--- src/rtl/nonc_ram.sv ---
// ----------------------------------------------------------------------------
// nonc_ram - generic single write, single read RAM
// One write port, one read port with registered read data.
// ----------------------------------------------------------------------------
module nonc_ram #(
  parameter int unsigned WIDTH = 8,
  parameter int unsigned DEPTH = 255,
  localparam int unsigned AW = (DEPTH > 1) ? $clog2(DEPTH) : 1
) (
  input  logic             clk_i,
  input  logic             we_i,
  input  logic [AW-1:0]    waddr_i,
  input  logic [WIDTH-1:0] wdata_i,
  input  logic [AW-1:0]    raddr_i,
  output logic [WIDTH-1:0] rdata_o
);

  logic [WIDTH-1:0] mem_q [DEPTH];

  always_ff @(posedge clk_i) begin
    if (we_i) begin
      mem_q[waddr_i] <= wdata_i;
    end
    rdata_o <= mem_q[raddr_i];
  end

endmodule

--- config.mk ---
export PLATFORM = sky130hd
export DESIGN_NAME = nonc_ram
export DESIGN_NICKNAME = d
export VERILOG_FILES = /design/src/rtl/nonc_ram.sv
export SDC_FILE = /design/constraint.sdc
export NUM_CORES = 2
export LEC_CHECK = 0
export BUFFER_PORTS_ARGS = -buffer_cell sky130_fd_sc_hd__buf_2
export CELL_PAD_IN_SITES_DETAIL_PLACEMENT = 1
export CELL_PAD_IN_SITES_GLOBAL_PLACEMENT = 1
export CORE_MARGIN = 2
export CORE_UTILIZATION = 50
export DETAILED_ROUTE_END_ITERATION = 12
export PLACE_DENSITY_LB_ADDON = 0.2
export SETUP_SLACK_MARGIN = 0.1
export SKIP_LAST_GASP = 1
export SYNTH_ARGS = -nofsm -noshare
export SYNTH_HDL_FRONTEND = slang
export SYNTH_SLANG_ARGS = --single-unit
export TNS_END_PERCENT = 5
--- constraint.sdc ---
create_clock -name clk_i -period 2.2 [get_ports clk_i]
set_input_delay 0.11 -clock clk_i [delete_from_list [all_inputs] [get_ports clk_i]]
set_output_delay 0.11 -clock clk_i [all_outputs]
set_load 0.005 [all_outputs]
* After elaboration in Yosys (flattened, before gate mapping)
Memory sizes are Yosys's and may differ from the RTL's. A register that Yosys moved wholly into a read port is not among the register bits.
Cells that the tools add are included.
** Cells by class
- Mux-type cells :: 2
** Operators with widths (number)
- $mux W1 :: 2
** Word-level totals
- Input port bits :: 26
- Word-level logic and storage cells :: 3
- Memory bits (writable) :: 2040
- Register bits :: 0
- Memories kept :: 1
- Output and inout port bits :: 8
** Memories
- mem_q :: depth 255, width 8, read ports 1, clocked after memory_dff 1, wr ports 1, RTL line 18 : logic [WIDTH-1:0] mem_q [DEPTH];

* Longest topological paths before layout
- Word-level depth :: 2
- Gate-level depth with buffers :: 14
- Gate-level depth less buffers :: 7

* Least setup slack after synthesis
Ideal clock, no wire load.
- Path kind :: in2reg
- Start point :: input port raddr_i[0]
- End point :: register rdata_o[2], read port of mem_q
- Buffers on the path :: 4
- Path slack :: 0.014 ns
- Stages :: 10
- Setup time :: 0.127 ns
- Required time :: 2.073 ns
- Data arrival time :: 2.059 ns
- Cells stage by stage :: buf_6 -> buf_12 -> buf_12 -> buf_6 -> mux4_1 -> mux4_2 -> a22oi_1 -> nand2_1 -> nor3_2 -> o32ai_1
** RTL lines
- from (decl) :: RTL line 14 : input logic [AW-1:0] raddr_i,
- to (decl) :: RTL line 15 : output logic [WIDTH-1:0] rdata_o

==> reports/qor.csv <==
stage,metric,value,unit
logic_synthesis,share of the synthesized area in the top cell type,76.1,%
sta,worst rel slew slack,13.9,%
floorplanning,# IOs,34,
floorplanning,die width,405,um
status,status,finished with violations,
logic_synthesis,Cell variety after synth,67,
logic_synthesis,Synth Net Count,3936,
worst_setup_path,CP top delay family,compound AO/OA/AOI/OAI gates,
worst_setup_path,CP max stage delay,780,ps
logic_synthesis,top-count cell post-synth,edfxtp_1,
sta,final setup fails,8,
drt,Avg WL per Cell,34.4,um
logic_synthesis,synth top area cells,"edfxtp_1 76%, mux4_2 11%, mux2i_1 2.4%",
power_and_ir_drop,Max IR drop VDD,0.722,mV
worst_setup_path,Worst Path Arrival,3330,ps
cts,CTS tree,done,
worst_setup_path,critical-path cell list,"mux4_2, a2111oi_0, buf_4, nor3_1, a21oi_1, buf_4, nand2_1, o2bb2ai_1",
placement,Place WS,-1050,ps
worst_setup_path,Worst setup SP type,flip-flop,
drt,drt initial violations,5055,
cts,H-tree levels,4,
power_and_ir_drop,Internal,64.3,mW
worst_setup_path,WP buf/inv,2,
logic_synthesis,Yosys top cell by area,edfxtp_1,
cells_and_area,Synth-to-Final Area Change,18.5,%
sta,worst-margin pin slew,1290,ps
sta,Setup Skew,63.1,ps
placement,placed inst area,88600,um2
cts,CTS Buf Count,205,
sta,period utilization,117,%
power_and_ir_drop,Net Switching,18.3,mW
logic_synthesis,Post-synth top cells,"2040 x edfxtp_1, 382 x mux4_2, 305 x nor2_1, 191 x mux2i_1, 161 x nand2_1",
run,max-cap viol count,0,
power_and_ir_drop,combinational share of power,6.2,%
power_and_ir_drop,pwr dens,866,nW/um2
floorplanning,Starting Density,50.2,%
worst_setup_path,crit path kind,reg -> reg,
sta,Slew Limit Fails,0,
global_route,first-pass GRT wire length,346000,um
logic_synthesis,yosys warns,0,
cts,Clock Tree Buf Depth,3,
sta,Max Freq,390,MHz
drt,vias per cell,6.27,
placement,Inst Count DP,6661,
power_and_ir_drop,LEAKAGE,31.8,nW
worst_setup_path,cell repeated most along the worst path,buf_4,
logic_synthesis,Most used DFF post-synth,edfxtp_1,
worst_setup_path,CP Capture Type,flip-flop,
sta,setup repair after global routing missed its margin,true,
power_and_ir_drop,Seq pwr share,52.2,%
worst_setup_path,Critical Path Fanout Max,1,
worst_setup_path,CP Data Required Time,2960,ps
logic_synthesis,#FFs+latches synth,2048,
cts,clk slew on worst S/H paths,70,ps
drt,Vias,44200,
global_route,largest net degree at the start of global routing,106,
global_route,vias in the first global route,46000,
cells_and_area,Layout Cells excl Fill,7056,
global_route,initial antenna violation count,11,
placement,DP HPWL,163000,um
status,failing checks,negative setup slack,
worst_hold_path,min-delay worst type,in -> reg,
logic_synthesis,Mapped Avg Cell Area,20.6,um2
worst_setup_path,CP max stage cell,a2111oi_0,
floorplanning,full die area,164000,um2
drt,Routed WL,242000,um
sta,PnR worst setup slack,-366,ps
cells_and_area,layout cells sized above 1,31.3,%
cells_and_area,nets,4747,
placement,Final GP Congestion,0.908,
global_route,Overall Global Routing Usage,30.0,%
cells_and_area,post-layout instance area,95400,um2
logic_synthesis,"Seq/Total Area, Yosys",76.3,%
drt,Final ANT Viol Nets,0,
logic_synthesis,Async SR Flop Fraction,0,%
sta,Hold Fails Final Rpt,0,
cts,worst skew pair latency,870,ps
power_and_ir_drop,Sw Share,22.1,%
drt,drt pass-1 iters,6,
placement,input/output buffers,33,
logic_synthesis,Post-synth EDFFs,2040,
floorplanning,placeable core area,160000,um2
power_and_ir_drop,Clock power frac,41.7,%
logic_synthesis,Syn Inst Count,3910,
floorplanning,Rows,147,
logic_synthesis,synthesized area,80500,um2
cts,Root Buffer,clkbuf_16,
sta,Tmin final,2570,ps
global_route,total gr overflow,0,
cts,clock net sink count,2048,
floorplanning,die height,405,um
drt,final routed DRC violation total,0,
[sequential cells by signal, indices dropped and copies added, names as in the netlist]
| name | cells |
|---|---|
| rdata_o | 8 |
| mem_q | 2040 |
[kinds of logic after synthesis]
logic type	after synthesis	share of synthesized area [%]
AND/OR/NAND/NOR	631	3.36
buffers and inverters	249	2.24
multiplexers	641	15.1
AO/OA/AOI/OAI	341	2.95
flip-flops	2048	76.3
[worst reg2reg max path, cell delays in order (launching register included)]
cell and delay (ps):
edfxtp_1 400, mux4_2 460, a2111oi_0 780, buf_4 230, nor3_1 50, a21oi_1 140, buf_4 130, nand2_1 120
o2bb2ai_1 170
[power by group through the flow]
| stage | Clock, mW | Combinational (mW) | Sequential [mW] |
|---|---|---|---|
| floorplan | 0 | 2.25 | 43.9 |
| global placement | 0 | 4.89 | 43.9 |
| detailed placement | 0 | 5.01 | 43.9 |
| CTS | 34.8 | 5.06 | 43.1 |
| global route | 36.2 | 5.29 | 43.1 |
| finish | 34.4 | 5.08 | 43.1 |
[worst paths after layout]
check                 from           end  slack, ps  cells past startpoint
max          mem_q[155][5]    rdata_o[5]       -370                      8
min             waddr_i[5]  mem_q[52][4]         60                      3
max reg2reg  mem_q[155][5]    rdata_o[5]       -370                      8
min reg2reg  mem_q[248][4]    rdata_o[4]       1100                      5
[cells in the final DEF (no fill, tap or decap), types with 5 or more instances in the layout]
| master | count |
|---|---|
| edfxtp_1 | 2040 |
| mux2_2 | 8 |
| o221ai_1 | 60 |
| nor2_1 | 305 |
| clkinv_2 | 36 |
| o22ai_1 | 57 |
| clkinv_1 | 49 |
| nor3_1 | 21 |
| buf_4 | 729 |
| and3_1 | 16 |
| nand2_1 | 160 |
| a211oi_1 | 14 |
| mux2i_1 | 191 |
| a31oi_1 | 18 |
| clkbuf_8 | 12 |
| a22oi_1 | 25 |
| o21ai_0 | 28 |
| o211ai_1 | 11 |
| clkinvlp_4 | 6 |
| clkinv_8 | 5 |
| a2111oi_0 | 9 |
| a21oi_1 | 68 |
| bufinv_16 | 16 |
| buf_12 | 74 |
| nand3_1 | 52 |
| buf_2 | 20 |
| and2_1 | 10 |
| mux4_1 | 55 |
| mux4_2 | 387 |
| nand4_1 | 14 |
| or3_1 | 5 |
| clkbuf_1 | 48 |
| clkbuf_16 | 207 |
| nor4_1 | 6 |
| nor2b_1 | 20 |
| dfxtp_1 | 8 |
| dlygate4sd3_1 | 13 |
[layer usage]
layer | wire length [um] | GRT usage [%]
met5 | 66 | 0
met2 | 116000 | 47.2
met1 | 95700 | 42.1
met4 | 9310 | 11.0
met3 | 21600 | 5.69
[per-stage QoR]
stage	total power [mW]	utilization [%]	TNS [ps]	hold slack, ps
6_report	82.6	59.5	-1900	59.1
3_5_place_dp	48.9	55.3	-15530	473
3_3_place_gp	48.8	55.3	-11750	472
5_1_grt	84.5	59.5	-2520	107
2_1_floorplan	46.1	-	0	209
4_1_cts	82.9	59.5	-1890	11.2
[final cells by class]
type,instances,area (um2)
well taps,2160,2700
fillers,13600,64800
clock buffers,259,5420
inverters,6,27.5
multi-input cells,1613,17300
repair buffers,847,7340
clock inverters,121,1160
diodes,2,5.00
flip-flops and latches,2048,61400
[what timing repair did]
| action | CTS | global route |
|---|---|---|
| endpoints found under the setup margin | 8 | 8 |
| gates resized for setup | 5 | 0 |
| pin swaps | 2 | 0 |
| hold endpoints to repair | 680 | 0 |
| hold buffers | 13 | 0 |
| buffers inserted | 0 | 0 |
(Power assumes the default switching activity.)
