===== src/rtl/nonc_pkg.sv =====
// ----------------------------------------------------------------------------
// nonc_pkg - natural order name compare package
// Shared types, character codes and order codes of the name comparator.
// ----------------------------------------------------------------------------
package nonc_pkg;

  localparam int unsigned NAME_BYTES_DEF = 256;

  // Character codes
  localparam logic [7:0] CH_ZERO  = 8'h30;  // '0'
  localparam logic [7:0] CH_NINE  = 8'h39;  // '9'
  localparam logic [7:0] CH_UP_A  = 8'h41;  // 'A'
  localparam logic [7:0] CH_UP_Z  = 8'h5A;  // 'Z'
  localparam logic [7:0] CH_LOW_A = 8'h61;  // 'a'

  // Order codes
  localparam logic signed [1:0] ORD_LT = 2'sb11;
  localparam logic signed [1:0] ORD_EQ = 2'sb00;
  localparam logic signed [1:0] ORD_GT = 2'sb01;

  // Status of the compare sequencer toward the top level
  typedef struct packed {
    logic              idle;
    logic              done;
    logic signed [1:0] order;
  } nonc_stat_t;

  function automatic logic [7:0] fold_ch(input logic [7:0] c);
    if (c >= CH_UP_A && c <= CH_UP_Z) begin
      return 8'(c - CH_UP_A + CH_LOW_A);
    end
    return c;
  endfunction

  function automatic logic is_digit(input logic [7:0] c);
    return (c >= CH_ZERO) && (c <= CH_NINE);
  endfunction

endpackage


===== src/rtl/nonc_cmp.sv =====
// ----------------------------------------------------------------------------
// nonc_cmp - shared compare unit
// Compares two operands (bytes, optionally case folded, or digit run
// lengths) and classifies the byte operands as digits or zeros.
// ----------------------------------------------------------------------------
module nonc_cmp
  import nonc_pkg::*;
#(
  parameter int unsigned WIDTH = 8
) (
  input  logic [WIDTH-1:0] a_i,
  input  logic [WIDTH-1:0] b_i,
  input  logic             fold_i,
  output logic             lt_o,
  output logic             eq_o,
  output logic             a_num_o,
  output logic             b_num_o,
  output logic             a_zero_o,
  output logic             b_zero_o
);

  logic [WIDTH-1:0] fa, fb;

  always_comb begin
    fa = fold_i ? WIDTH'(fold_ch(a_i[7:0])) : a_i;
    fb = fold_i ? WIDTH'(fold_ch(b_i[7:0])) : b_i;
  end

  assign lt_o     = fa < fb;
  assign eq_o     = fa == fb;
  assign a_num_o  = is_digit(a_i[7:0]);
  assign b_num_o  = is_digit(b_i[7:0]);
  assign a_zero_o = a_i[7:0] == CH_ZERO;
  assign b_zero_o = b_i[7:0] == CH_ZERO;

endmodule


===== src/rtl/nonc_walk.sv =====
// ----------------------------------------------------------------------------
// nonc_walk - compare sequencer
// Walks both stored names through the shared compare unit, each step a read
// state and then an evaluate state, and holds the order until it is taken.
// ----------------------------------------------------------------------------
module nonc_walk
  import nonc_pkg::*;
#(
  parameter int unsigned NAME_BYTES = NAME_BYTES_DEF,
  localparam int unsigned DEPTH = NAME_BYTES - 1,
  localparam int unsigned AW = (DEPTH > 1) ? $clog2(DEPTH) : 1,
  localparam int unsigned LW = $clog2(NAME_BYTES)
) (
  input  logic          clk_i,
  input  logic          rst_ni,
  input  logic          start_i,
  input  logic          dir_a_i,
  input  logic          dir_b_i,
  input  logic [LW-1:0] len_a_i,
  input  logic [LW-1:0] len_b_i,
  input  logic [7:0]    rdata_a_i,
  input  logic [7:0]    rdata_b_i,
  output logic [AW-1:0] raddr_a_o,
  output logic [AW-1:0] raddr_b_o,
  input  logic          res_ready_i,
  output nonc_stat_t    stat_o
);

  localparam int unsigned CW = (LW > 8) ? LW : 8;

  typedef enum logic [15:0] {
    S_IDLE  = 16'h0001,
    S_CH_RD = 16'h0002,
    S_CH_EV = 16'h0004,
    S_ZA_RD = 16'h0008,
    S_ZA_EV = 16'h0010,
    S_ZB_RD = 16'h0020,
    S_ZB_EV = 16'h0040,
    S_NA_RD = 16'h0080,
    S_NA_EV = 16'h0100,
    S_NB_RD = 16'h0200,
    S_NB_EV = 16'h0400,
    S_LEN   = 16'h0800,
    S_DG_RD = 16'h1000,
    S_DG_EV = 16'h2000,
    S_FIN   = 16'h4000,
    S_DONE  = 16'h8000
  } walk_state_e;

  walk_state_e state_q, state_d;
  logic [LW-1:0] x_q, x_d, y_q, y_d, sx_q, sx_d, sy_q, sy_d;
  logic [LW-1:0] la_q, la_d, lb_q, lb_d;
  logic signed [1:0] ord_q, ord_d;

  logic [CW-1:0] op_a, op_b;
  logic lt, eq, a_num, b_num, a_zero, b_zero;
  logic a_in, b_in, d_in;
  logic signed [1:0] diff_ord;

  assign a_in     = x_q < la_q;
  assign b_in     = y_q < lb_q;
  assign d_in     = sx_q < x_q;
  assign diff_ord = lt ? ORD_LT : ORD_GT;

  // Digit run lengths go through the same unit as the bytes
  always_comb begin
    if (state_q == S_LEN) begin
      op_a = CW'(LW'(x_q - sx_q));
      op_b = CW'(LW'(y_q - sy_q));
    end else begin
      op_a = CW'(rdata_a_i);
      op_b = CW'(rdata_b_i);
    end
  end

  nonc_cmp #(
    .WIDTH(CW)
  ) u_cmp (
    .a_i     (op_a),
    .b_i     (op_b),
    .fold_i  (state_q == S_CH_EV),
    .lt_o    (lt),
    .eq_o    (eq),
    .a_num_o (a_num),
    .b_num_o (b_num),
    .a_zero_o(a_zero),
    .b_zero_o(b_zero)
  );

  assign raddr_a_o = (state_q == S_DG_RD) ? sx_q[AW-1:0] : x_q[AW-1:0];
  assign raddr_b_o = (state_q == S_DG_RD) ? sy_q[AW-1:0] : y_q[AW-1:0];

  always_comb begin
    state_d = state_q;
    x_d     = x_q;
    y_d     = y_q;
    sx_d    = sx_q;
    sy_d    = sy_q;
    la_d    = la_q;
    lb_d    = lb_q;
    ord_d   = ord_q;
    unique case (state_q)
      S_IDLE: begin
        if (start_i) begin
          x_d  = '0;
          y_d  = '0;
          la_d = len_a_i;
          lb_d = len_b_i;
          if (dir_a_i != dir_b_i) begin
            ord_d   = dir_a_i ? ORD_LT : ORD_GT;
            state_d = S_DONE;
          end else begin
            state_d = S_CH_RD;
          end
        end
      end
      S_CH_RD: state_d = (a_in && b_in) ? S_CH_EV : S_FIN;
      S_CH_EV: begin
        if (a_num && b_num) begin
          state_d = S_ZA_RD;
        end else if (!eq) begin
          ord_d   = diff_ord;
          state_d = S_DONE;
        end else begin
          x_d     = LW'(x_q + 1'b1);
          y_d     = LW'(y_q + 1'b1);
          state_d = S_CH_RD;
        end
      end
      // Skip leading zeros on each side
      S_ZA_RD: state_d = a_in ? S_ZA_EV : S_ZB_RD;
      S_ZA_EV: begin
        if (a_zero) begin
          x_d     = LW'(x_q + 1'b1);
          state_d = S_ZA_RD;
        end else begin
          state_d = S_ZB_RD;
        end
      end
      S_ZB_RD: begin
        if (b_in) begin
          state_d = S_ZB_EV;
        end else begin
          sx_d    = x_q;
          sy_d    = y_q;
          state_d = S_NA_RD;
        end
      end
      S_ZB_EV: begin
        if (b_zero) begin
          y_d     = LW'(y_q + 1'b1);
          state_d = S_ZB_RD;
        end else begin
          sx_d    = x_q;
          sy_d    = y_q;
          state_d = S_NA_RD;
        end
      end
      // Advance to the end of each digit run
      S_NA_RD: state_d = a_in ? S_NA_EV : S_NB_RD;
      S_NA_EV: begin
        if (a_num) begin
          x_d     = LW'(x_q + 1'b1);
          state_d = S_NA_RD;
        end else begin
          state_d = S_NB_RD;
        end
      end
      S_NB_RD: state_d = b_in ? S_NB_EV : S_LEN;
      S_NB_EV: begin
        if (b_num) begin
          y_d     = LW'(y_q + 1'b1);
          state_d = S_NB_RD;
        end else begin
          state_d = S_LEN;
        end
      end
      S_LEN: begin
        if (!eq) begin
          ord_d   = diff_ord;
          state_d = S_DONE;
        end else begin
          state_d = S_DG_RD;
        end
      end
      // Equal length runs: first differing digit decides
      S_DG_RD: state_d = d_in ? S_DG_EV : S_CH_RD;
      S_DG_EV: begin
        if (!eq) begin
          ord_d   = diff_ord;
          state_d = S_DONE;
        end else begin
          sx_d    = LW'(sx_q + 1'b1);
          sy_d    = LW'(sy_q + 1'b1);
          state_d = S_DG_RD;
        end
      end
      S_FIN: begin
        if (a_in) begin
          ord_d = ORD_GT;
        end else if (b_in) begin
          ord_d = ORD_LT;
        end else begin
          ord_d = ORD_EQ;
        end
        state_d = S_DONE;
      end
      S_DONE: begin
        if (res_ready_i) begin
          state_d = S_IDLE;
        end
      end
      default: state_d = S_IDLE;
    endcase
  end

  always_ff @(posedge clk_i or negedge rst_ni) begin
    if (!rst_ni) begin
      state_q <= S_IDLE;
    end else begin
      state_q <= state_d;
    end
  end

  always_ff @(posedge clk_i) begin
    x_q   <= x_d;
    y_q   <= y_d;
    sx_q  <= sx_d;
    sy_q  <= sy_d;
    la_q  <= la_d;
    lb_q  <= lb_d;
    ord_q <= ord_d;
  end

  assign stat_o.idle  = state_q == S_IDLE;
  assign stat_o.done  = state_q == S_DONE;
  assign stat_o.order = ord_q;

endmodule


===== config.mk =====
export PLATFORM = sky130hd
export DESIGN_NAME = nonc_walk
export DESIGN_NICKNAME = d
export VERILOG_FILES = /design/src/rtl/nonc_pkg.sv /design/src/rtl/nonc_cmp.sv /design/src/rtl/nonc_walk.sv
export SDC_FILE = /design/constraint.sdc
export NUM_CORES = 1
export LEC_CHECK = 0
export BUFFER_PORTS_ARGS = -buffer_cell sky130_fd_sc_hd__buf_2
export CAP_MARGIN = 30
export CORE_MARGIN = 4
export CORE_UTILIZATION = 52
export CTS_CLUSTER_SIZE = 30
export DETAILED_ROUTE_END_ITERATION = 8
export PLACE_DENSITY = 0.7
export REMOVE_ABC_BUFFERS = 1
export SYNTH_ARGS = -nofsm -noshare
export SYNTH_HDL_FRONTEND = slang
export SYNTH_HIERARCHICAL = 1
export SYNTH_SLANG_ARGS = --single-unit

===== constraint.sdc =====
create_clock -name clk_i -period 6 [get_ports clk_i]
set_input_delay 0.3 -clock clk_i [delete_from_list [all_inputs] [get_ports clk_i]]
set_output_delay 0.3 -clock clk_i [all_outputs]
set_load 0.02 [all_outputs]

**After elaboration in Yosys (flattened, before gate mapping)**

Index checks and enable logic that the tools add are counted.

- Flip-flop bits (word level): 66
- Bits in latches: 0
- RAM bits: 0
- ROM bits: 0
- Output and inout bits: 20
- Logic and storage cells: 136
- Memories kept: 0

- Add/subtract/negate cells: 10
- $mul: 0
- Div/mod/pow operators: 0
- Magnitude comparators: 12
- Equal/unequal tests: 32
- Shift operators: 0
- Multiplexer cells: 57
- Bitwise logic cells: 0
- Reduce and logical (&&, ||, !) cells: 17

Operators with widths:

| operator | number |
|---|---|
| 16-bit case mux with 15 select lines | 1 |
| 8-bit 2-to-1 mux | 27 |
| 16-bit 2-to-1 mux | 6 |
| 8-bit case mux with 4 select lines | 2 |
| 8-bit case mux with 3 select lines | 2 |
| 8-bit by 1-bit adder with 8-bit output (second input constant) | 4 |
| 8-bit < comparator | 4 |
| 12-bit 2-to-1 mux | 2 |
| 2-bit inequality test (second input constant) | 11 |
| 10-bit 2-to-1 mux | 2 |
| 8-bit by 7-bit adder with 8-bit output (second input constant) | 2 |
| 16-bit by 1-bit == test with 1-bit output (second input constant) | 1 |
| 16-bit by 10-bit == test with 1-bit output (second input constant) | 1 |
| 16-bit by 11-bit == test with 1-bit output (second input constant) | 1 |
| 16-bit by 12-bit == test with 1-bit output (second input constant) | 1 |
| 16-bit by 13-bit == test with 1-bit output (second input constant) | 1 |
| 16-bit by 14-bit == test with 1-bit output (second input constant) | 1 |
| 16-bit by 15-bit == test with 1-bit output (second input constant) | 1 |
| 16-bit == test (second input constant) | 1 |
| 16-bit by 2-bit == test with 1-bit output (second input constant) | 1 |
| 16-bit by 3-bit == test with 1-bit output (second input constant) | 1 |
| 16-bit by 4-bit == test with 1-bit output (second input constant) | 1 |
| 16-bit by 5-bit == test with 1-bit output (second input constant) | 1 |
| 16-bit by 6-bit == test with 1-bit output (second input constant) | 1 |
| 26 further kinds | 52 |

**Longest topological paths before layout**

Gate-level depths: netlist of run 1.

- Word-level depth: 12
- Depth in mapped cells: 19

**Modules after synthesis**

The synthesis of run 1 kept the hierarchy.

By module, submodules not included:

| module | instances | cells an instance | area an instance (µm²) | seq. area each (µm²) |
|---|---|---|---|---|
| nonc_walk | 1 | 483 | 4663.2 | 1903.1 |
| nonc_cmp | 1 | 66 | 454.2 | 0.0 |

**Least setup slack after synthesis of run 1**

Ideal clock, no wire load.

- Path kind: reg-to-reg
- Start: register x_q[0]
- End: register sx_q[0], enable pin
- Data arrival time: 4.609 ns
- Data required time: 5.583 ns
- Slack: 0.974 ns
- Cell stages (with the launch flop): 19
- Path buffers: 0
- Clock period less this slack: 5.026 ns
- Cells stage by stage: edfxtp_1 inv_1 ha_1 fa_1 nor2b_1 o21ai_0 nand2_1 a31oi_1 xnor2_1 o21ai_0 inv_1 ha_1 nand3_1 o21a_1 ha_1 nand4_1 nor2_1 a211oi_1 a221oi_1

- Cells in the longest elaborated chain, start to end: 10

RTL lines:

| element | RTL line | text |
|---|---|---|
| from (decl) | nonc_walk.sv:51 | `logic [LW-1:0] x_q, x_d, y_q, y_d, sx_q, sx_d, sy_q, sy_d;` |
| from (signal assigned) | nonc_walk.sv:226 | `x_q <= x_d;` |
| 8-bit subtractor * | nonc_walk.sv:68 | `op_a = CW'(LW'(x_q - sx_q));` |
| 8-bit 2-to-1 mux * | nonc_walk.sv:67 | `if (state_q == S_LEN) begin` |
| named net op_a[6] | nonc_walk.sv:55 | `logic [CW-1:0] op_a, op_b;` |
| 8-bit by 7-bit subtractor with 8-bit output (tied with other cells) | nonc_pkg.sv:30 | `return 8'(c - CH_UP_A + CH_LOW_A);` |
| 8-bit by 7-bit adder with 8-bit output or 1-bit logical AND (tied branches) | nonc_pkg.sv:30, nonc_pkg.sv:29 |  |
| 8-bit 2-to-1 mux or 1-bit 2-to-1 mux (tied branches) | nonc_pkg.sv:29 | `if (c >= CH_UP_A && c <= CH_UP_Z) begin` |
| 8-bit 2-to-1 mux | nonc_pkg.sv:32 | `return c;` |
| 8-bit 2-to-1 mux * | nonc_cmp.sv:25 | `fa = fold_i ? WIDTH'(fold_ch(a_i[7:0])) : a_i;` |
| 8-bit == test * | nonc_cmp.sv:30 | `assign eq_o = fa == fb;` |
| named net eq | nonc_walk.sv:56 | `logic lt, eq, a_num, b_num, a_zero, b_zero;` |
| 2-bit inequality test (no line) * | - |  |
| 4-bit AND reduction (no line) * | - |  |
| to (signal assigned) | nonc_walk.sv:228 | `sx_q <= sx_d;` |
| to (decl) | nonc_walk.sv:51 |  |

The timed path passes the listed nets; every way through them passes the cells marked *. The select of a mux whose other input is x is not followed.
A chain may end at the register's enable or synchronous reset.

**Worst setup path in the final report of run 1**

- Start: register x_q[0]
- End: register x_q[2], enable pin

- Cells in the longest elaborated chain, start to end: 10

RTL lines:

| element | RTL line |
|---|---|
| 8-bit subtractor * | nonc_walk.sv:68 |
| 8-bit 2-to-1 mux * | nonc_walk.sv:67 |
| named net op_a[6] | nonc_walk.sv:55 |
| 8-bit by 7-bit subtractor with 8-bit output (tied with other cells) | nonc_pkg.sv:30 |
| 8-bit by 7-bit adder with 8-bit output or 1-bit logical AND (tied branches) | nonc_pkg.sv:30, nonc_pkg.sv:29 |
| 8-bit 2-to-1 mux or 1-bit 2-to-1 mux (tied branches) | nonc_pkg.sv:29 |
| 8-bit 2-to-1 mux | nonc_pkg.sv:32 |
| 8-bit 2-to-1 mux * | nonc_cmp.sv:25 |
| 8-bit == test * | nonc_cmp.sv:30 |
| named net eq | nonc_walk.sv:56 |
| 2-bit inequality test (no line) * | - |
| 6-bit AND reduction (no line) * | - |

Marked as above.

==> report_table.html, run 1 <==
<table>
<tr><th>Metric</th><th>Value</th></tr>
<tr><th colspan="2">STA</th></tr>
<tr><td>Max Transition Viols Final</td><td>0</td></tr>
<tr><td>Least-Margin Pin Slew</td><td>~900 ps</td></tr>
<tr><td>Final cycle utilization of the critical path</td><td>just over 80%</td></tr>
<tr><td>Slew HR</td><td>~40%</td></tr>
<tr><td>Worst setup skew after layout</td><td>about 13 ps</td></tr>
<tr><td>Shortest clock period the worst path allows after layout</td><td>4990 ps</td></tr>
<tr><td>Unrepaired setup endpoints after global routing</td><td>false</td></tr>
<tr><td>Final-report setup violation count</td><td>0</td></tr>
<tr><td>F_max</td><td>approximately 200 MHz</td></tr>
<tr><td>Hold Vio Cnt, Final</td><td>0</td></tr>
<tr><td>Aggregate negative setup slack</td><td>0 ps</td></tr>
<tr><th colspan="2">Die</th></tr>
<tr><td>Effective utilization at floorplan</td><td>54.4%</td></tr>
<tr><td>Core area</td><td>9420 µm²</td></tr>
<tr><td>Die ar.</td><td>around 11,000 µm²</td></tr>
<tr><td>Row count</td><td>35</td></tr>
<tr><td>Die H</td><td>roughly 110 µm</td></tr>
<tr><td>I/O pins</td><td>between 50 and 60</td></tr>
<tr><td>Die width</td><td>107 µm</td></tr>
<tr><th colspan="2">Synthesis</th></tr>
<tr><td>Main synth FF type</td><td>sky130_fd_sc_hd__edfxtp_1</td></tr>
<tr><td>Number of flops mapped to enable cells by yosys</td><td>50</td></tr>
<tr><td>Fraction of the yosys area taken by sequential cells</td><td>37.2%</td></tr>
<tr><td>Library cell occupying the most area in the post-synthesis netlist</td><td>sky130_fd_sc_hd__edfxtp_1</td></tr>
<tr><td>Synth async-reset ratio</td><td>about 24%</td></tr>
<tr><td>YS warnings</td><td>6</td></tr>
<tr><td>Distinct cell type count after synthesis</td><td>69</td></tr>
<tr><td>Flop and latch count out of synthesis</td><td>between 60 and 70</td></tr>
<tr><td>Post-synthesis instance total</td><td>around 550</td></tr>
<tr><td>Largest cells by area after synthesis</td><td>sky130_fd_sc_hd__edfxtp_1 29%, sky130_fd_sc_hd__ha_1 11%, sky130_fd_sc_hd__dfrtp_1 7.3%, sky130_fd_sc_hd__o21ai_0 4.8%, sky130_fd_sc_hd__nand2_1 4.8%</td></tr>
<tr><td>Syn Area/Cell</td><td>about 9.3 µm²</td></tr>
<tr><td>Synth top area share</td><td>just under 30%</td></tr>
<tr><td>Post-Syn Area</td><td>5120 µm²</td></tr>
<tr><th colspan="2">Cells and area</th></tr>
<tr><td>Seq. cell area</td><td>about 1900 µm²</td></tr>
<tr><td>Area of the multi-input gates</td><td>a little under 3000 µm²</td></tr>
<tr><td>Final cell count without fillers</td><td>approximately 750</td></tr>
<tr><td>Count of antenna diodes in the layout</td><td>0</td></tr>
<tr><td>FILL cells</td><td>808</td></tr>
<tr><td>Most frequent cells in the layout</td><td>65 x sky130_fd_sc_hd__nand2_1, 57 x sky130_fd_sc_hd__buf_2, 50 x sky130_fd_sc_hd__inv_1, 50 x sky130_fd_sc_hd__edfxtp_1, 49 x sky130_fd_sc_hd__o21ai_0</td></tr>
<tr><td>Share of final-layout standard cells stronger than drive strength 1</td><td>between 10% and 20%</td></tr>
<tr><td>Nets@finish</td><td>698</td></tr>
<tr><td>Final std cell area, no fill</td><td>roughly 5800 µm²</td></tr>
<tr><td>Most common cell after layout, fill and taps aside</td><td>sky130_fd_sc_hd__nand2_1</td></tr>
<tr><td>Area grow syn2layout</td><td>12.4%</td></tr>
<tr><th colspan="2">Power and ir drop</th></tr>
<tr><td>Internal power of the cells</td><td>1.27 mW</td></tr>
<tr><td>Portion of total power attributed to combinational logic</td><td>between 40% and 50%</td></tr>
<tr><td>Fraction of power consumed by the clock network</td><td>17.1%</td></tr>
<tr><td>Sequential Power Share</td><td>a little over a third</td></tr>
<tr><td>Static leakage</td><td>~2.6 nW</td></tr>
<tr><td>Switching portion of total power</td><td>a little over two fifths</td></tr>
<tr><td>Power Dens Cells</td><td>~390 nW/µm²</td></tr>
<tr><td>Maximum vdd ir drop</td><td>184 µV</td></tr>
<tr><td>Switching power of the nets</td><td>0.956 mW</td></tr>
<tr><td>Total power</td><td>about 2.2 mW</td></tr>
<tr><th colspan="2">Placement</th></tr>
<tr><td>Placed instance count</td><td>730</td></tr>
<tr><td>Total half-perimeter wirelength after legalization and detailed placement</td><td>between 9 and 10 mm</td></tr>
<tr><td>IO buf count</td><td>57</td></tr>
<tr><td>Dpl cell area</td><td>around 5600 µm²</td></tr>
<tr><td>Routability congestion estimate</td><td>0.892</td></tr>
<tr><th colspan="2">CTS</th></tr>
<tr><td>Root buffer cell</td><td>sky130_fd_sc_hd__clkbuf_8</td></tr>
<tr><td>Clock slew at reported path FFs</td><td>roughly 80 ps</td></tr>
<tr><td>CTS tree</td><td>built</td></tr>
<tr><td>Setup bufs post-CTS</td><td>0</td></tr>
<tr><td>Number of clock buffers inserted by TritonCTS</td><td>9</td></tr>
<tr><td>H-tree levels</td><td>3</td></tr>
<tr><td>Clock Sinks</td><td>66</td></tr>
<tr><td>CTS resizes</td><td>0</td></tr>
<tr><td>Clk_lat worst skew</td><td>360 ps</td></tr>
<tr><td>Max clock buf depth</td><td>2</td></tr>
<tr><th colspan="2">GRT</th></tr>
<tr><td>Wire length of the first global-routing pass</td><td>a little over 20 mm</td></tr>
<tr><td>GRT Util Overall</td><td>22.3%</td></tr>
<tr><td>Final global-route overflow total</td><td>0</td></tr>
<tr><td>Via count of the first global-routing pass</td><td>4,212</td></tr>
<tr><td>Pin count of the biggest net entering global routing</td><td>32</td></tr>
<tr><td>Antenna violations before repair</td><td>0</td></tr>
<tr><th colspan="2">Min path</th></tr>
<tr><td>Destination of the worst hold path</td><td>lb_q[6]$_DFFE_PP_</td></tr>
<tr><td>Class of the worst hold path</td><td>in2reg</td></tr>
<tr><td>Number of cells on the worst hold path</td><td>1</td></tr>
<tr><td>Hold_sp</td><td>len_b_i[6]</td></tr>
<tr><th colspan="2">Worst setup path</th></tr>
<tr><td>Data arrival at the endpoint of the critical path</td><td>5060 ps</td></tr>
<tr><td>RR Endpoint</td><td>x_q[2]$_SDFFCE_PN0P_</td></tr>
<tr><td>Largest fanout of any net on the critical path</td><td>9</td></tr>
<tr><td>Crit path cell chain</td><td>inv_1 &gt; ha_1 &gt; fa_1 &gt; nor2b_1 &gt; o21ai_0 &gt; nand2_1 &gt; a31oi_1 &gt; xnor2_1 &gt; o21ai_0 &gt; inv_1 &gt; ha_1 &gt; nand3_1 &gt; o21a_1 &gt; ha_1 &gt; nand4_1 &gt; nor2_1 &gt; a21boi_0 &gt; o22ai_1 &gt; a2111oi_2 &gt; buf_4</td></tr>
<tr><td>Type of the worst setup path</td><td>reg2reg</td></tr>
<tr><td>Worst Setup Start Kind</td><td>register</td></tr>
<tr><td>Highest-delay cell along the critical path</td><td>sky130_fd_sc_hd__edfxtp_1</td></tr>
<tr><td>Reg2reg setup slack</td><td>1010 ps</td></tr>
<tr><td>Largest incremental delay on the critical path</td><td>approximately 520 ps</td></tr>
<tr><td>Launching point of the worst reg2reg path</td><td>x_q[0]$_SDFFCE_PN0P_</td></tr>
<tr><td>Buffers plus inverters on the worst setup path</td><td>3</td></tr>
<tr><td>Data required, critical path</td><td>around 6100 ps</td></tr>
<tr><td>Endpoint type of the worst setup path</td><td>register</td></tr>
<tr><td>Cell family with the largest share of critical-path delay</td><td>compound AO/OA/AOI/OAI gates</td></tr>
<tr><td>Levels on crit path</td><td>20</td></tr>
<tr><td>Reg2Reg Depth</td><td>20</td></tr>
<tr><td>Cell type with the highest occurrence count on the critical path</td><td>sky130_fd_sc_hd__ha_1</td></tr>
<tr><th colspan="2">Detailed routing</th></tr>
<tr><td>First-pass iteration count of the detailed router</td><td>5</td></tr>
<tr><td>Detailed-route wire length per cell</td><td>16.4 µm</td></tr>
<tr><td>Count of unresolved DRC violations after routing</td><td>0</td></tr>
<tr><td>Via count</td><td>about 4,300</td></tr>
<tr><td>Vias per inst</td><td>around 5.7</td></tr>
<tr><td>Antenna Nets Post-Route</td><td>0</td></tr>
<tr><td>Final routed wirelength across all metal layers</td><td>roughly 12 mm</td></tr>
<tr><td>Iteration-0 DRC Markers</td><td>206</td></tr>
<tr><th colspan="2">Flow run</th></tr>
<tr><td>Number of maximum-capacitance constraint violations</td><td>0</td></tr>
<tr><th colspan="2">Run status</th></tr>
<tr><td>Result of the run</td><td>finished clean</td></tr>
</table>
[cell usage after synthesis (8+ instances only)]
library cell	n
sky130_fd_sc_hd__nor3_1	11
sky130_fd_sc_hd__nand3_1	27
sky130_fd_sc_hd__xnor2_1	23
sky130_fd_sc_hd__ha_1	45
sky130_fd_sc_hd__and3_1	9
sky130_fd_sc_hd__nand2_1	65
sky130_fd_sc_hd__edfxtp_1	50
sky130_fd_sc_hd__o21ai_0	49
sky130_fd_sc_hd__dfrtp_1	15
sky130_fd_sc_hd__nor2b_1	12
sky130_fd_sc_hd__a21oi_1	18
sky130_fd_sc_hd__a21o_1	8
sky130_fd_sc_hd__inv_1	50
sky130_fd_sc_hd__xor2_1	17
sky130_fd_sc_hd__nand4_1	8
sky130_fd_sc_hd__nor2_1	36
[power groups by stage]
| stage | Sequential (mW) | Combinational (mW) | Clock [mW] |
|---|---|---|---|
| after floorplan | 0.753 | 0.779 | 0 |
| after CTS | 0.798 | 1.06 | 0.385 |
| after detailed placement | 0.808 | 1.05 | 0 |
| final | 0.798 | 1.05 | 0.380 |
| after global placement | 0.803 | 1.02 | 0 |
| after global routing | 0.818 | 1.18 | 0.401 |
[flip-flops by register name, summed over array words and instances (netlist names)]
name / cells
sx_q: 8
y_q: 8
sy_q: 8
la_q: 8
ord_q: 2
lb_q: 8
state_q: 16
x_q: 8
[how the worst max path moves through the flow]
| stage | startpoint | to | slack (ps) |
|---|---|---|---|
| 6_report | x_q[0]$_SDFFCE_PN0P_ | x_q[2]$_SDFFCE_PN0P_ | 1010 |
| 5_1_grt | x_q[0]$_SDFFCE_PN0P_ | x_q[5]$_SDFFCE_PN0P_ | 520 |
| 4_1_cts | x_q[0]$_SDFFCE_PN0P_ | x_q[1]$_SDFFCE_PN0P_ | 1070 |
| 3_5_place_dp | x_q[0]$_SDFFCE_PN0P_ | y_q[4]$_SDFFCE_PN0P_ | 1120 |
| 3_3_place_gp | x_q[0]$_SDFFCE_PN0P_ | y_q[2]$_SDFFCE_PN0P_ | 1360 |
| 2_1_floorplan | state_q[13]$_DFFE_PN0P_ | sx_q[0]$_DFFE_PP_ | 560 |
[metrics by stage]
stage               setup slack [ps]  hold WS [ps]  util (%)
floorplan                        562          4.41         -
global placement                1360           239      59.0
detailed placement              1120           242      59.0
CTS                             1070           100      61.1
global route                     524           100      61.1
finish                          1010           111      61.1
[logic make-up after synthesis]
logic type / share of synthesized area (%)
AND/OR/NAND/NOR: 23.1
AO/OA/AOI/OAI: 14.8
flip-flops: 37.2
buffers and inverters: 4.79
adder cells (fa/ha/maj): 11.8
XOR/XNOR: 6.85
multiplexers: 1.54
[repair_timing]
item	CTS	global route
setup endpoints to repair	0	0
hold buffers	1	0
hold endpoints to repair	15	0
[layer usage]
metal | share of wire (%) | GRT usage [%] | up-vias | wire length, µm
met5 | 0 | 0 | - | 0
met4 | 1.7 | 7.31 | 0 | 204
met3 | 6.4 | 3.43 | 16 | 781
met2 | 46 | 36.2 | 137 | 5590
met1 | 46 | 30.6 | 1991 | 5640
li1 | - | - | 2107 | -
[final cells by class]
| cell class | count | area share (%) |
|---|---|---|
| clock inverters | 7 | 1.17 |
| flip-flops and latches | 66 | 33.1 |
| multi-input cells | 423 | 51.7 |
| repair buffers | 63 | 5.79 |
| inverters | 50 | 3.26 |
| clock buffers | 9 | 2.15 |
| well taps | 129 | 2.81 |
Power figures use the tool's default switching activity.
==> run 2, diff against run 1 <==
--- a/config.mk
+++ b/config.mk
@@ -5,13 +5,14 @@
 export SDC_FILE = /design/constraint.sdc
 export NUM_CORES = 1
 export LEC_CHECK = 0
+export ABC_AREA = 1
 export BUFFER_PORTS_ARGS = -buffer_cell sky130_fd_sc_hd__buf_2
 export CAP_MARGIN = 30
 export CORE_MARGIN = 4
 export CORE_UTILIZATION = 52
 export CTS_CLUSTER_SIZE = 30
 export DETAILED_ROUTE_END_ITERATION = 8
-export PLACE_DENSITY = 0.7
+export PLACE_DENSITY = 0.73
 export REMOVE_ABC_BUFFERS = 1
 export SYNTH_ARGS = -nofsm -noshare
 export SYNTH_HDL_FRONTEND = slang
==> constraint.sdc (replaced) <==
create_clock -name clk_i -period 4.35 [get_ports clk_i]
set_input_delay 0.2175 -clock clk_i [delete_from_list [all_inputs] [get_ports clk_i]]
set_output_delay 0.2175 -clock clk_i [all_outputs]
set_load 0.02 [all_outputs]
==> run 2 against run 1 <==
Critical path depth grew 2. Synthesized area rose by 4.1%. Global-route usage rose by 1.1 points. Setup slack worse by 750 ps. Utilization up 0.99 points. Total power up 41%. Die area up 3.8%. Clock power increased by 59%. First-iteration DRC count up 33%. Clock-buffer cell count increased by 3. Register-to-register slack lost 750 ps. Critical path type unchanged. Largest cell class unchanged.
==> report_table.html, run 2 <==
<table>
<tr><th>Metric</th><th>Value</th></tr>
<tr><th colspan="2">Cells and area</th></tr>
<tr><td>Max FFs per register</td><td>16</td></tr>
<tr><td>Most frequent cells in the layout</td><td>161 x sky130_fd_sc_hd__nand2_1, 111 x sky130_fd_sc_hd__inv_1, 60 x sky130_fd_sc_hd__nor2_1</td></tr>
<tr><td>Nets@finish</td><td>860</td></tr>
<tr><td>Final std cell area, no fill</td><td>roughly 6100 µm²</td></tr>
<tr><td>Most flops, register</td><td>state_q</td></tr>
<tr><td>Final core area utilization</td><td>between 60 and 70%</td></tr>
<tr><td>Most common cell after layout, fill and taps aside</td><td>sky130_fd_sc_hd__nand2_1</td></tr>
<tr><td>Area grow syn2layout</td><td>14.9%</td></tr>
<tr><td>Share of final-layout standard cells stronger than drive strength 1</td><td>between 10% and 20%</td></tr>
<tr><td>FILL cells</td><td>between 800 and 900</td></tr>
<tr><td>Final cell count without fillers</td><td>~910</td></tr>
<tr><td>Count of antenna diodes in the layout</td><td>0</td></tr>
<tr><th colspan="2">Die</th></tr>
<tr><td>Core area</td><td>a little under 10,000 µm²</td></tr>
<tr><td>Die width</td><td>~110 µm</td></tr>
<tr><td>Row count</td><td>36</td></tr>
<tr><td>I/O pins</td><td>58</td></tr>
<tr><td>Die ar.</td><td>11,900 µm²</td></tr>
<tr><td>Effective utilization at floorplan</td><td>a little over half</td></tr>
<tr><td>Die H</td><td>between 100 and 150 µm</td></tr>
<tr><th colspan="2">Synthesis</th></tr>
<tr><td>Synth async-reset ratio</td><td>24.2%</td></tr>
<tr><td>Main synth FF type</td><td>sky130_fd_sc_hd__edfxtp_1</td></tr>
<tr><td>Number of flops mapped to enable cells by yosys</td><td>50</td></tr>
<tr><td>Top cells by count, synth</td><td>161 x sky130_fd_sc_hd__nand2_1, 112 x sky130_fd_sc_hd__inv_1, 61 x sky130_fd_sc_hd__nor2_1, 50 x sky130_fd_sc_hd__edfxtp_1, 45 x sky130_fd_sc_hd__ha_1</td></tr>
<tr><td>Largest cells by area after synthesis</td><td>sky130_fd_sc_hd__edfxtp_1 28%, sky130_fd_sc_hd__nand2_1 11%, sky130_fd_sc_hd__ha_1 11%, sky130_fd_sc_hd__inv_1 7.9%, sky130_fd_sc_hd__dfrtp_1 7.0%</td></tr>
<tr><td>YS warnings</td><td>6</td></tr>
<tr><td>Post-synthesis instance total</td><td>695</td></tr>
<tr><td>Distinct cell type count after synthesis</td><td>45</td></tr>
<tr><td>Fraction of the yosys area taken by sequential cells</td><td>~36%</td></tr>
<tr><td>Most frequently used cell type in the post-synthesis netlist</td><td>sky130_fd_sc_hd__nand2_1</td></tr>
<tr><td>Post-Syn Area</td><td>between 5000 and 6000 µm²</td></tr>
<tr><td>Library cell occupying the most area in the post-synthesis netlist</td><td>sky130_fd_sc_hd__edfxtp_1</td></tr>
<tr><td>Flop and latch count out of synthesis</td><td>66</td></tr>
<tr><td>Syn Area/Cell</td><td>between 7 and 8 µm²</td></tr>
<tr><td>Synth top area share</td><td>about 28%</td></tr>
<tr><th colspan="2">Worst setup path</th></tr>
<tr><td>Highest-delay cell along the critical path</td><td>sky130_fd_sc_hd__fa_1</td></tr>
<tr><td>Largest incremental delay on the critical path</td><td>410 ps</td></tr>
<tr><td>Endpoint type of the worst setup path</td><td>register</td></tr>
<tr><td>Type of the worst setup path</td><td>reg2reg</td></tr>
<tr><td>Cell type with the highest occurrence count on the critical path</td><td>sky130_fd_sc_hd__inv_1</td></tr>
<tr><td>Cell family with the largest share of critical-path delay</td><td>adder cells</td></tr>
<tr><td>Reg2reg setup slack</td><td>approximately 260 ps</td></tr>
<tr><td>Data required, critical path</td><td>approximately 4400 ps</td></tr>
<tr><td>Data arrival at the endpoint of the critical path</td><td>4150 ps</td></tr>
<tr><td>Largest fanout of any net on the critical path</td><td>8</td></tr>
<tr><td>Buffers plus inverters on the worst setup path</td><td>7</td></tr>
<tr><td>Worst Setup Start Kind</td><td>register</td></tr>
<tr><td>Crit path cell chain</td><td>inv_1 &gt; ha_1 &gt; fa_1 &gt; inv_1 &gt; nand2_1 &gt; nand2_1 &gt; a31oi_1 &gt; xor2_1 &gt; o21ai_1 &gt; inv_1 &gt; ha_1 &gt; inv_1 &gt; o21ai_1 &gt; inv_1 &gt; ha_1 &gt; nand4_1 &gt; nor2_2 &gt; inv_1 &gt; o21ai_1 &gt; o21ai_1 &gt; nor3_2 &gt; buf_6</td></tr>
<tr><th colspan="2">Min path</th></tr>
<tr><td>Class of the worst hold path</td><td>in2reg</td></tr>
<tr><th colspan="2">Detailed routing</th></tr>
<tr><td>Count of unresolved DRC violations after routing</td><td>0</td></tr>
<tr><td>Vias per inst</td><td>between 5 and 6</td></tr>
<tr><td>Via count</td><td>slightly below 5,000</td></tr>
<tr><td>Iteration-0 DRC Markers</td><td>roughly 270</td></tr>
<tr><td>Antenna Nets Post-Route</td><td>0</td></tr>
<tr><td>Final routed wirelength across all metal layers</td><td>~13 mm</td></tr>
<tr><td>First-pass iteration count of the detailed router</td><td>7</td></tr>
<tr><td>Detailed-route wire length per cell</td><td>~15 µm</td></tr>
<tr><th colspan="2">STA</th></tr>
<tr><td>Least-Margin Pin Slew</td><td>between 600 and 700 ps</td></tr>
<tr><td>Final cycle utilization of the critical path</td><td>about 94%</td></tr>
<tr><td>F_max</td><td>about 240 MHz</td></tr>
<tr><td>Worst setup skew after layout</td><td>about 9.5 ps</td></tr>
<tr><td>Max Transition Viols Final</td><td>0</td></tr>
<tr><td>Final-report setup violation count</td><td>0</td></tr>
<tr><td>Shortest clock period the worst path allows after layout</td><td>4090 ps</td></tr>
<tr><td>Slew HR</td><td>55.8%</td></tr>
<tr><td>Hold Vio Cnt, Final</td><td>0</td></tr>
<tr><th colspan="2">Run status</th></tr>
<tr><td>Result of the run</td><td>finished clean</td></tr>
<tr><th colspan="2">CTS</th></tr>
<tr><td>Root buffer cell</td><td>sky130_fd_sc_hd__clkbuf_8</td></tr>
<tr><td>Max clock buf depth</td><td>2</td></tr>
<tr><td>CTS tree</td><td>built</td></tr>
<tr><td>Clock Sinks</td><td>66</td></tr>
<tr><td>H-tree levels</td><td>3</td></tr>
<tr><td>Clock slew at reported path FFs</td><td>around 70 ps</td></tr>
<tr><td>Clk_lat worst skew</td><td>roughly 350 ps</td></tr>
<tr><td>Number of clock buffers inserted by TritonCTS</td><td>9</td></tr>
<tr><th colspan="2">Placement</th></tr>
<tr><td>Dpl cell area</td><td>5830 µm²</td></tr>
<tr><td>Placed instance count</td><td>891</td></tr>
<tr><td>Routability congestion estimate</td><td>roughly 0.95</td></tr>
<tr><td>Total half-perimeter wirelength after legalization and detailed placement</td><td>approximately 10 mm</td></tr>
<tr><td>IO buf count</td><td>57</td></tr>
<tr><th colspan="2">Power and ir drop</th></tr>
<tr><td>Static leakage</td><td>3.18 nW</td></tr>
<tr><td>Total power</td><td>3.15 mW</td></tr>
<tr><td>Maximum vdd ir drop</td><td>around 320 µV</td></tr>
<tr><td>Power Dens Cells</td><td>approximately 500 nW/µm²</td></tr>
<tr><th colspan="2">Flow run</th></tr>
<tr><td>Number of maximum-capacitance constraint violations</td><td>0</td></tr>
<tr><th colspan="2">GRT</th></tr>
<tr><td>Wire length of the first global-routing pass</td><td>~22 mm</td></tr>
<tr><td>Via count of the first global-routing pass</td><td>approximately 4,700</td></tr>
<tr><td>Pin count of the biggest net entering global routing</td><td>31</td></tr>
<tr><td>Antenna violations before repair</td><td>0</td></tr>
<tr><td>GRT Util Overall</td><td>a little under a quarter</td></tr>
<tr><td>Final global-route overflow total</td><td>0</td></tr>
</table>
[run 2: cell types whose count changed in the layout (fill, tap and decap cells not counted), sizes merged, moves of 12 or more]
cell	previous run	this run
nor2b	12	0
xnor2	23	7
nor2	37	74
nand2	65	168
nand3	28	48
inv	51	125
buf	62	76
[run 2: per-layer routing]
metal	track usage, %	vias up	part of all wire, %
li1	-	2413	-
met1	29.1	2293	43
met2	41.6	176	49
met3	4.14	26	6.6
met4	6.68	0	1.6
met5	0	-	0
[run 2: stage by stage]
stage	setup slack, ps	TNS (ps)	hold WS (ps)
4_1_cts	44.3	0	28.7
5_1_grt	-8.47	-58.2	24.1
3_5_place_dp	12.0	0	148
3_3_place_gp	226	0	142
2_1_floorplan	228	0	-78.1
6_report	261	0	44.9
[run 2: area by class of cell]
type / count / area, µm² / area share [%]
multi-input cells: 496 / 2910 / 47.4
flip-flops and latches: 66 / 1900 / 31.1
inverters: 125 / 469 / 7.66
repair buffers: 77 / 442 / 7.21
well taps: 133 / 166 / 2.72
clock buffers: 12 / 165 / 2.70
clock inverters: 4 / 72.6 / 1.19
[run 2: kinds of logic after synthesis]
family | count (synthesis) | synth area share, %
adder cells (fa/ha/maj) | 47 | 11.3
AO/OA/AOI/OAI | 97 | 9.93
buffers and inverters | 133 | 9.86
flip-flops | 66 | 35.7
AND/OR/NAND/NOR | 323 | 28.4
XOR/XNOR | 29 | 4.77
[run 2: timing repair]
action,4_1_cts,5_1_grt
hold endpoints to repair,15,0
resized for setup,1,7
buffers inserted,0,5
hold buffers,1,0
setup endpoints to repair,8,24
pin swaps,0,3
[run 2: power breakdown]
part | internal [mW] | switching [mW]
clock | 0.369 | 0.234
sequential | 0.872 | 0.130
combinational | 0.577 | 0.972
total | 1.82 | 1.34
[run 2: final timing paths]
check | startpoint | to | depth (start not counted)
worst max-delay path | x_q[0]$_SDFFCE_PN0P_ | y_q[1]$_SDFFCE_PN0P_ | 22
worst min-delay path | len_a_i[0] | la_q[0]$_DFFE_PP_ | 1
worst max register to register | x_q[0]$_SDFFCE_PN0P_ | y_q[1]$_SDFFCE_PN0P_ | 22
worst min register to register | x_q[0]$_SDFFCE_PN0P_ | sx_q[0]$_DFFE_PP_ | 2
max in group asynchronous | rst_ni | state_q[0]$_DFFE_PN1P_ | 2
min in group asynchronous | rst_ni | state_q[14]$_DFFE_PN0P_ | 2
[run 2: worst register-to-register path: cells and delay by family (launching register included)]
family          cells  cell delay [ps]
flops               1              380
buf+inv             7              640
simple gates        5              690
xor+xnor            1              150
compound gates      5              730
fa+ha+maj           4             1230
==> run 3, diff against run 2 <==
--- a/config.mk
+++ b/config.mk
@@ -6,13 +6,13 @@
 export NUM_CORES = 1
 export LEC_CHECK = 0
 export ABC_AREA = 1
-export BUFFER_PORTS_ARGS = -buffer_cell sky130_fd_sc_hd__buf_2
+export BUFFER_PORTS_ARGS = -buffer_cell sky130_fd_sc_hd__buf_4
 export CAP_MARGIN = 30
 export CORE_MARGIN = 4
 export CORE_UTILIZATION = 52
 export CTS_CLUSTER_SIZE = 30
 export DETAILED_ROUTE_END_ITERATION = 8
-export PLACE_DENSITY = 0.73
+export PLACE_DENSITY_LB_ADDON = 0.15
 export REMOVE_ABC_BUFFERS = 1
 export SYNTH_ARGS = -nofsm -noshare
 export SYNTH_HDL_FRONTEND = slang
==> run 3 against run 2 <==
Routed wire length decreased by 0.35%. Total power increased by 5.1%. Sequential cell count unchanged. Die area unchanged. Sequential power barely moved. Clock skew grew 4.4 ps. Clock power grew 17%. Cell count did not move. Non-clock buffer count unchanged. Sequential share of layout area down 0.89 points. Critical path depth increased by 3.
==> report_table.html, run 3 (same netlist as run 2, synthesis figures left out) <==
<table>
<tr><th>Metric</th><th>Value</th></tr>
<tr><th colspan="2">Run status</th></tr>
<tr><td>Result of the run</td><td>finished clean</td></tr>
<tr><th colspan="2">STA</th></tr>
<tr><td>Least-Margin Pin Slew</td><td>659 ps</td></tr>
<tr><td>Slew HR</td><td>a little under three fifths</td></tr>
<tr><td>Shortest clock period the worst path allows after layout</td><td>roughly 4000 ps</td></tr>
<tr><td>Minimum hold slack</td><td>roughly 37 ps</td></tr>
<tr><td>Max Transition Viols Final</td><td>0</td></tr>
<tr><td>F_max</td><td>248 MHz</td></tr>
<tr><td>Final cycle utilization of the critical path</td><td>between 90% and 100%</td></tr>
<tr><td>Final-report setup violation count</td><td>0</td></tr>
<tr><td>Hold Vio Cnt, Final</td><td>0</td></tr>
<tr><td>Worst setup skew after layout</td><td>around 14 ps</td></tr>
<tr><td>Final critical-path setup slack</td><td>between 300 and 400 ps</td></tr>
<tr><th colspan="2">Placement</th></tr>
<tr><td>IO buf count</td><td>57</td></tr>
<tr><td>Routability congestion estimate</td><td>approximately 1</td></tr>
<tr><td>Total half-perimeter wirelength after legalization and detailed placement</td><td>roughly 10 mm</td></tr>
<tr><td>Setup slack after placement</td><td>between 70 and 80 ps</td></tr>
<tr><th colspan="2">Cells and area</th></tr>
<tr><td>Most common cell after layout, fill and taps aside</td><td>sky130_fd_sc_hd__nand2_1</td></tr>
<tr><td>Most flops, register</td><td>state_q</td></tr>
<tr><td>Count of antenna diodes in the layout</td><td>0</td></tr>
<tr><td>Nets@finish</td><td>between 800 and 900</td></tr>
<tr><td>Max FFs per register</td><td>16</td></tr>
<tr><td>Area grow syn2layout</td><td>18.3%</td></tr>
<tr><td>Most frequent cells in the layout</td><td>161 x sky130_fd_sc_hd__nand2_1, 111 x sky130_fd_sc_hd__inv_1, 75 x sky130_fd_sc_hd__buf_4</td></tr>
<tr><td>Share of final-layout standard cells stronger than drive strength 1</td><td>between 10% and 20%</td></tr>
<tr><td>FILL cells</td><td>roughly 900</td></tr>
<tr><th colspan="2">Detailed routing</th></tr>
<tr><td>Antenna Nets Post-Route</td><td>0</td></tr>
<tr><td>Final routed wirelength across all metal layers</td><td>between 10 and 15 mm</td></tr>
<tr><td>First-pass iteration count of the detailed router</td><td>5</td></tr>
<tr><td>Detailed-route wire length per cell</td><td>between 10 and 15 µm</td></tr>
<tr><td>Vias per inst</td><td>5.21</td></tr>
<tr><td>Count of unresolved DRC violations after routing</td><td>0</td></tr>
<tr><td>Via count</td><td>4,753</td></tr>
<tr><td>Iteration-0 DRC Markers</td><td>approximately 230</td></tr>
<tr><th colspan="2">Worst setup path</th></tr>
<tr><td>Largest incremental delay on the critical path</td><td>about 470 ps</td></tr>
<tr><td>Buffers plus inverters on the worst setup path</td><td>5</td></tr>
<tr><td>Cell family with the largest share of critical-path delay</td><td>simple AND/OR/NAND/NOR gates</td></tr>
<tr><td>Data arrival at the endpoint of the critical path</td><td>4100 ps</td></tr>
<tr><td>Cell type with the highest occurrence count on the critical path</td><td>sky130_fd_sc_hd__nand2_1</td></tr>
<tr><td>Highest-delay cell along the critical path</td><td>sky130_fd_sc_hd__edfxtp_1</td></tr>
<tr><td>Largest fanout of any net on the critical path</td><td>8</td></tr>
<tr><td>Worst Setup Start Kind</td><td>register</td></tr>
<tr><td>Reg2reg setup slack</td><td>around 320 ps</td></tr>
<tr><td>Type of the worst setup path</td><td>reg2reg</td></tr>
<tr><td>Endpoint type of the worst setup path</td><td>register</td></tr>
<tr><td>Data required, critical path</td><td>roughly 4400 ps</td></tr>
<tr><th colspan="2">Die</th></tr>
<tr><td>I/O pins</td><td>between 50 and 60</td></tr>
<tr><td>Die H</td><td>between 100 and 150 µm</td></tr>
<tr><td>Effective utilization at floorplan</td><td>54.0%</td></tr>
<tr><td>Die width</td><td>roughly 110 µm</td></tr>
<tr><td>Row count</td><td>36</td></tr>
<tr><td>Die ar.</td><td>around 12,000 µm²</td></tr>
<tr><td>Core area</td><td>roughly 9900 µm²</td></tr>
<tr><th colspan="2">GRT</th></tr>
<tr><td>Pin count of the biggest net entering global routing</td><td>31</td></tr>
<tr><td>Wire length of the first global-routing pass</td><td>between 20 and 25 mm</td></tr>
<tr><td>GRT Util Overall</td><td>23.9%</td></tr>
<tr><td>Final global-route overflow total</td><td>0</td></tr>
<tr><td>Antenna violations before repair</td><td>0</td></tr>
<tr><td>Via count of the first global-routing pass</td><td>about 4,700</td></tr>
<tr><th colspan="2">Power and ir drop</th></tr>
<tr><td>Portion of total power attributed to combinational logic</td><td>slightly below 50%</td></tr>
<tr><td>Switching portion of total power</td><td>about two fifths</td></tr>
<tr><td>Maximum vdd ir drop</td><td>~280 µV</td></tr>
<tr><td>Power Dens Cells</td><td>about 530 nW/µm²</td></tr>
<tr><td>Static leakage</td><td>3.24 nW</td></tr>
<tr><td>Fraction of power consumed by the clock network</td><td>between 20% and 30%</td></tr>
<tr><td>Internal power of the cells</td><td>between 1.5 and 2 mW</td></tr>
<tr><td>Sequential Power Share</td><td>about 30%</td></tr>
<tr><td>Switching power of the nets</td><td>1.35 mW</td></tr>
<tr><th colspan="2">CTS</th></tr>
<tr><td>Max clock buf depth</td><td>2</td></tr>
<tr><td>Clock Sinks</td><td>between 60 and 70</td></tr>
<tr><td>CTS tree</td><td>built</td></tr>
<tr><td>Clock slew at reported path FFs</td><td>about 70 ps</td></tr>
<tr><td>Root buffer cell</td><td>sky130_fd_sc_hd__clkbuf_8</td></tr>
<tr><td>Clk_lat worst skew</td><td>~360 ps</td></tr>
<tr><td>H-tree levels</td><td>3</td></tr>
<tr><td>Number of clock buffers inserted by TritonCTS</td><td>9</td></tr>
<tr><th colspan="2">Flow run</th></tr>
<tr><td>Number of maximum-capacitance constraint violations</td><td>0</td></tr>
<tr><th colspan="2">Min path</th></tr>
<tr><td>Class of the worst hold path</td><td>in2reg</td></tr>
</table>
## run 3: cell types whose count changed in the layout (fill, tap and decap cells not counted), moves of 2 or more
cell / before / now
sky130_fd_sc_hd__clkbuf_8: 12 / 10
sky130_fd_sc_hd__o21ai_1: 26 / 24
sky130_fd_sc_hd__buf_4: 18 / 75
sky130_fd_sc_hd__bufinv_16: 2 / 4
sky130_fd_sc_hd__buf_2: 57 / 0
## run 3: timing repair
action | in CTS | in global routing
resized for setup | 0 | 9
hold buffers | 1 | 0
setup endpoints to repair | 0 | 32
hold endpoints to repair | 16 | 0
setup buffers | 0 | 2
## run 3: metrics by stage
step,instances,setup TNS (ps),power [mW],cell area (µm²),util [%]
after global routing,913,-110,3.58,6300,63.9
final,913,0,3.31,6300,63.9
after detailed placement,894,0,2.59,5990,60.8
after global placement,894,0,2.55,5990,60.8
after floorplan,687,0,2.02,5270,-
after CTS,911,0,3.31,6270,63.6
## run 3: area by class of cell
cell class                      instances  area [µm²]  share of cell area [%]
Inverter                              125         469                    7.44
Multi-Input combinational cell        496        2910                    46.2
Tap cell                              133         166                    2.64
Timing Repair Buffer                   77         584                    9.27
Clock buffer                           11         141                    2.24
Sequential cell                        66        1900                    30.2
Clock inverter                          5         125                    1.98
## run 3: final timing paths
kind | to | depth (start not counted) | startpoint
min in group asynchronous | state_q[5]$_DFFE_PN0P_ | 2 | rst_ni
min | lb_q[3]$_DFFE_PP_ | 1 | len_b_i[3]
min reg2reg | sx_q[0]$_DFFE_PP_ | 2 | x_q[0]$_SDFFCE_PN0P_
max in group asynchronous | state_q[0]$_DFFE_PN1P_ | 2 | rst_ni
max reg2reg | y_q[2]$_SDFFCE_PN0P_ | 25 | y_q[0]$_SDFFCE_PN0P_
max | y_q[2]$_SDFFCE_PN0P_ | 25 | y_q[0]$_SDFFCE_PN0P_
## run 3: power by group through the flow
| stage | logic (mW) | clock network, mW | registers [mW] |
|---|---|---|---|
| 2_1_floorplan | 1.03 | 0 | 0.999 |
| 3_3_place_gp | 1.57 | 0 | 0.984 |
| 3_5_place_dp | 1.60 | 0 | 0.991 |
| 4_1_cts | 1.62 | 0.712 | 0.978 |
| 5_1_grt | 1.84 | 0.746 | 0.994 |
| 6_report | 1.62 | 0.707 | 0.981 |
## run 3: routing by layer
layer	wire length [µm]	GRT usage [%]	share of wire (%)	up-vias
li1	-	-	-	2420
met1	5960	32.5	45	2166
met2	6070	37.5	46	141
met3	862	4.50	6.5	26
met4	361	9.62	2.7	0
met5	0	0	0	-
